===== config.mk =====
export PLATFORM = sky130hd
export DESIGN_NAME = atb_ctrl
export DESIGN_NICKNAME = d
export VERILOG_FILES = /design/src/rtl/core/assert_macros.svh /design/src/rtl/core/atb_pkg.sv /design/src/rtl/core/atb_ctrl.sv
export SDC_FILE = /design/constraint.sdc
export NUM_CORES = 1
export LEC_CHECK = 0
export BUFFER_PORTS_ARGS = -buffer_cell sky130_fd_sc_hd__buf_2
export CORE_MARGIN = 2
export CORE_UTILIZATION = 40
export CTS_CLUSTER_SIZE = 8
export DETAILED_ROUTE_END_ITERATION = 16
export PLACE_DENSITY = 0.67
export SLEW_MARGIN = 20
export SYNTH_ARGS = -nofsm -noshare
export SYNTH_HDL_FRONTEND = slang
export SYNTH_SLANG_ARGS = --single-unit

===== constraint.sdc =====
create_clock -name clock -period 1.45 [get_ports clock]
set_clock_uncertainty 0.05 [all_clocks]
set_input_delay 0.0725 -clock clock [delete_from_list [all_inputs] [get_ports clock]]
set_output_delay 0.0725 -clock clock [all_outputs]
set_load 0.1 [all_outputs]

===== src/rtl/core/assert_macros.svh =====
// Assertion helpers for the RTL files, included by atb_dp.
`ifndef ASSERT_MACROS_SVH
`define ASSERT_MACROS_SVH

// Property checked at every clock edge outside reset.
`define ASSERT_ALWAYS(lbl, clk, rst, prop) \
   lbl: assert property (@(posedge clk) disable iff (rst) prop) \
      else $error("assertion failed");

// Property checked at every clock edge, reset included.
`define ASSERT_RESET(lbl, clk, prop) \
   lbl: assert property (@(posedge clk) prop) \
      else $error("reset assertion failed");

`endif


===== src/rtl/core/atb_pkg.sv =====
package atb_pkg;

   localparam int MAX_ENTRIES_DEF = 64;
   localparam int WEIGHT_BITS     = 32;
   localparam int INDEX_BITS      = 16;
   localparam int THR_FRAC_BITS   = 16;

   localparam logic [31:0] WEIGHT_MASK = 32'((64'd1 << WEIGHT_BITS) - 64'd1);
   localparam logic [15:0] INDEX_MASK  = 16'((64'd1 << INDEX_BITS) - 64'd1);
   localparam logic [16:0] THR_ONE     = 17'h10000;

   typedef struct packed {
      logic [31:0] weight;
      logic [15:0] light_index;
      logic        last_weight;
   } atb_req_type;

   typedef struct packed {
      logic [16:0] threshold;
      logic [15:0] alias_index;
      logic [15:0] own_index;
      logic [31:0] entry_weight;
      logic        last_entry;
   } atb_rsp_type;

   typedef struct packed {
      logic load;
      logic crd;
      logic cmul;
      logic cwr;
      logic qrd;
      logic lrd;
      logic hrd;
      logic cap;
      logic emit;
   } atb_cmd_type;

   typedef struct packed {
      logic i_last;
      logic pair;
      logic div_busy;
      logic out_free;
   } atb_stat_type;

endpackage


===== src/rtl/core/atb_ctrl.sv =====
module atb_ctrl import atb_pkg::*; (
   input  logic         clock,
   input  logic         reset,
   input  logic         req_valid,
   input  logic         req_last,
   output logic         req_ready,
   input  atb_stat_type st,
   output atb_cmd_type  cmd
);

   typedef enum logic [9:0] {
      S_LOAD = 10'b0000000001,
      S_CRD  = 10'b0000000010,
      S_CMUL = 10'b0000000100,
      S_CWR  = 10'b0000001000,
      S_QRD  = 10'b0000010000,
      S_LRD  = 10'b0000100000,
      S_HRD  = 10'b0001000000,
      S_CAP  = 10'b0010000000,
      S_DIV  = 10'b0100000000,
      S_EMIT = 10'b1000000000
   } state_type;

   state_type state_ff, state_in;

   always_comb begin
      state_in  = state_ff;
      cmd       = '0;
      req_ready = 1'b0;
      unique case (state_ff)
         S_LOAD: begin
            req_ready = 1'b1;
            cmd.load  = req_valid;
            if (req_valid && req_last) begin
               state_in = S_CRD;
            end
         end
         S_CRD: begin
            cmd.crd  = 1'b1;
            state_in = S_CMUL;
         end
         S_CMUL: begin
            cmd.cmul = 1'b1;
            state_in = S_CWR;
         end
         S_CWR: begin
            cmd.cwr  = 1'b1;
            state_in = st.i_last ? S_QRD : S_CRD;
         end
         S_QRD: begin
            cmd.qrd  = 1'b1;
            state_in = S_LRD;
         end
         S_LRD: begin
            cmd.lrd  = 1'b1;
            state_in = S_HRD;
         end
         S_HRD: begin
            cmd.hrd  = 1'b1;
            state_in = S_CAP;
         end
         S_CAP: begin
            cmd.cap  = 1'b1;
            state_in = S_DIV;
         end
         S_DIV: begin
            if (!st.pair || !st.div_busy) begin
               state_in = S_EMIT;
            end
         end
         S_EMIT: begin
            cmd.emit = 1'b1;
            if (st.out_free) begin
               state_in = st.i_last ? S_LOAD : S_QRD;
            end
         end
         default: begin
            state_in = S_LOAD;
         end
      endcase
   end

   always_ff @(posedge clock) begin
      if (reset) begin
         state_ff <= S_LOAD;
      end else begin
         state_ff <= state_in;
      end
   end

endmodule


==> results of run 1 <==
-- through the flow --
| step | TNS [ns] | util [%] |
|---|---|---|
| 2_1_floorplan | -9.68 | - |
| 3_3_place_gp | -1.79 | 78.0 |
| 3_5_place_dp | -2.22 | 78.0 |
-- cell families after synthesis --
group / after synthesis / synth area share, %
mux: 2 / 4.22
compound gates: 11 / 12.1
xor+xnor: 1 / 1.41
flops: 10 / 32.2
simple gates: 49 / 48.9
buf+inv: 2 / 1.21
==> impl_metrics.tcl, run 1 <==
set metrics [dict create \
    status "aborted with a tool error" \
    failed_stage "clock tree synthesis" \
    error "[ERROR DPL-0033] detailed placement checks failed during check placement." \
    syn-cell-area_um2 622 \
    preCtsSetupSlack_ns -0.241 \
    avgSynthCellArea_um2 8.29 \
    routabilityCongestion 0.891 \
    ys_seq_area_share_pct 32.2 \
    synth_top_area_cell "dfxtp_1" \
    io_buffers 17 \
    dpl.cell_count 130 \
    synthDominantCellAreaShare_pct 32.2 \
    synth-async-reset-ratio_pct 0 \
    cts-resized-gates 33 \
    die_w_um 43.4 \
    cts_setup_buffers 19 \
    clkSinkCount 10 \
    start_util_pct 41.8 \
    clockBufferDepth 2 \
    synthCells 75 \
    synthTopCellsByCount "dfxtp_1, nor2_1, nand2_1, nor3_1" \
    synth_ff_type "dfxtp_1" \
    cts_root_buffer "clkbuf_4" \
    dp_hpwl_um 1750 \
    numCtsBuffers 3 \
    die_h_um 43.4 \
    ctsHoldBuffers 1 \
    io_pins 18 \
    synth_cell_types 29 \
    synth_fp_nets 83 \
    rows 14 \
    cts.htree.levels 1 \
    ys_top_cells_by_area "dfxtp_1, nor2_1, a31oi_1" \
    yosys_register_bits 10 \
    placed_area_mm2 0.00116 \
    synth_edf_count 0 \
    yosysWarnings 0 \
]
==> run 2, diff against run 1 <==
--- a/config.mk
+++ b/config.mk
@@ -6,11 +6,10 @@
 export NUM_CORES = 1
 export LEC_CHECK = 0
 export BUFFER_PORTS_ARGS = -buffer_cell sky130_fd_sc_hd__buf_2
-export CORE_MARGIN = 2
-export CORE_UTILIZATION = 40
-export CTS_CLUSTER_SIZE = 8
+export CORE_AREA = 2 2 63 65
 export DETAILED_ROUTE_END_ITERATION = 16
-export PLACE_DENSITY = 0.67
+export DIE_AREA = 0 0 65 67
+export PLACE_DENSITY_LB_ADDON = 0.15
 export SLEW_MARGIN = 20
 export SYNTH_ARGS = -nofsm -noshare
 export SYNTH_HDL_FRONTEND = slang
==> constraint.sdc (replaced) <==
create_clock -name clock -period 1.9 [get_ports clock]
set_clock_uncertainty 0.05 [all_clocks]
set_input_delay 0.095 -clock clock [delete_from_list [all_inputs] [get_ports clock]]
set_output_delay 0.095 -clock clock [all_outputs]
set_load 0.1 [all_outputs]
==> run 2 against run 1 <==
The run now ends clean. Synthesized cell count did not move. Area after synthesis did not move.
==> impl_metrics.tcl, run 2 <==
set metrics [dict create \
    cp_data_required_time_ns 1.75 \
    cp_max_fo 6 \
    antenna_cells 0 \
    worstHoldPathType "in -> reg" \
    synthDominantCellAreaShare_pct 32.2 \
    cts.htree.levels 1 \
    core_area_mm2 0.00361 \
    clockBufferDepth 2 \
    ys_top_cells_by_area "dfxtp_1, nor2_1, a31oi_1" \
    routedWlPerCell_um 12.2 \
    dieArea_mm2 0.00436 \
    power.leakage_nw 0.378 \
    fin_setup_tns_ns 0 \
    fin_area_mm2 0.00104 \
    io_buffers 17 \
    clkSinkCount 10 \
    routabilityCongestion 0.869 \
    grt.total_usage_pct 8.98 \
    yosys_register_bits 10 \
    crit_type "reg -> out" \
    avgSynthCellArea_um2 8.29 \
    die_h_um 67 \
    min_period_ns 1.83 \
    start_util_pct 17.2 \
    drc 0 \
    vias_per_cell 4.43 \
    grt_max_degree 8 \
    drive_gt1_share_pct 49.5 \
    vdd_drop_max_uv 359 \
    final_cells 147 \
    hold_ws_ns 0.0106 \
    grt_pass1_wl_um 2910 \
    maxCapViolations 0 \
    synthCells 75 \
    synth_edf_count 0 \
    powerDensity_mw_per_mm2 850 \
    start_kind "flip-flop" \
    dp_hpwl_um 1440 \
    layout_common_cells "nor2_2, buf_12, buf_2" \
    postRouteAntennaNets 0 \
    grt_overflow 0 \
    end_kind "primary output" \
    yosysWarnings 0 \
    grt_pass1_vias 630 \
    ys_seq_area_share_pct 32.2 \
    holdPathStages 2 \
    hold_viol_final 0 \
    totalWireLength_um 1790 \
    fmax_ghz 0.546 \
    synth_top_area_cell "dfxtp_1" \
    synth_ff_type "dfxtp_1" \
    synth_cell_types 29 \
    die_w_um 65 \
    route.vias.total 651 \
    cts_root_buffer "clkbuf_8" \
    antenna_found_initial 0 \
    areaGrowthSynthToFinish_pct 66.6 \
    syn-cell-area_um2 622 \
    largest-register "state_ff" \
    synth_fp_nets 83 \
    worstMarginPinSlew_ns 0.481 \
    largest_reg_flops 10 \
    crit_arrival_ns 1.69 \
    status "finished, final reports clean" \
    finalCritPeriodShare_pct 96.4 \
    max_slew_margin_pct 68.1 \
    drt_iter0_drc 32 \
    synthTopCellsByCount "dfxtp_1, nor2_1, nand2_1, nor3_1" \
    dpl.cell_count 142 \
    io_pins 18 \
    fin_nets 108 \
    clock_latency_ns 0.24 \
    cts_tree "yes" \
    synth-async-reset-ratio_pct 0 \
    clkTransAtPathRegs_ns 0.05 \
    maxSlewViolCount 0 \
    fin_util_pct 28.7 \
    rows 22 \
    reg2reg_depth 6 \
    placed_area_um2 961 \
    top_regs "state_ff (10)" \
    drt_pass1_iterations 4 \
    numCtsBuffers 3 \
    setup_viol 0 \
]
[run 2: cell counts after synthesis]
Identical to the previous run, type by type.
[run 2: logic make-up (layout without fill, tap and decap cells)]
kind of cell / count (synthesis) / count (layout) / synth area share [%]
mux: 2 / 2 / 4.22
buf+inv: 2 / 26 / 1.21
flops: 10 / 10 / 32.2
simple gates: 49 / 49 / 48.9
compound gates: 11 / 11 / 12.1
xor+xnor: 1 / 1 / 1.41
[run 2: metal layers]
layer,up-vias,part of all wire [%],global-route usage [%]
met4,0,2.7,6.38
met1,304,50,11.2
met3,5,3.4,1.35
li1,326,-,-
met2,16,44,14.0
met5,-,0,0
[run 2: layout make-up]
cell class	count	area [um^2]
sequential	10	204
inverter	2	7.51
multi-input combinational	63	467
tap	48	60.1
clock buffer	4	55.1
timing repair buffer	20	243
fill	385	2570
[run 2: worst paths after layout]
kind	start	endpoint	slack, ns
min reg2reg	state_ff[5]$_SDFFE_PP0P_	state_ff[6]$_SDFFE_PP0P_	0.54
min	reset	state_ff[8]$_SDFFE_PP0P_	0.01
max reg2reg	state_ff[3]$_SDFFE_PP0P_	state_ff[4]$_SDFFE_PP0P_	0.17
max	state_ff[3]$_SDFFE_PP0P_	cmd[8]	0.07
[run 2: metrics by stage]
stage / worst slack [ns] / power [mW]
2_1_floorplan: -0.459 / 0.489
3_3_place_gp: 0.171 / 0.604
3_5_place_dp: 0.154 / 0.600
4_1_cts: 0.0349 / 0.884
5_1_grt: -0.0115 / 0.922
6_report: 0.0682 / 0.881
[run 2: report_power, final]
| group | switching [mW] | internal (mW) |
|---|---|---|
| Sequential | 0.0137 | 0.220 |
| Combinational | 0.236 | 0.141 |
| Clock | 0.0877 | 0.183 |
| Total | 0.337 | 0.544 |
[run 2: repair_timing]
action / in CTS / in global routing
buffers inserted: 1 / 0
setup endpoints to repair: 1 / 3
gates resized for setup: 0 / 3
hold buffers: 0 / 0
pin swaps: 1 / 2
hold endpoints to repair: 0 / 0
[run 2: worst max-delay path: stages, from the launching register on]
cell and delay (ns):
dfxtp_1 0.36, or4_4 0.56, nor3_4 0.19, and2_4 0.17
buf_12 0.16
Note: power is estimated with default switching activity, not from simulation.
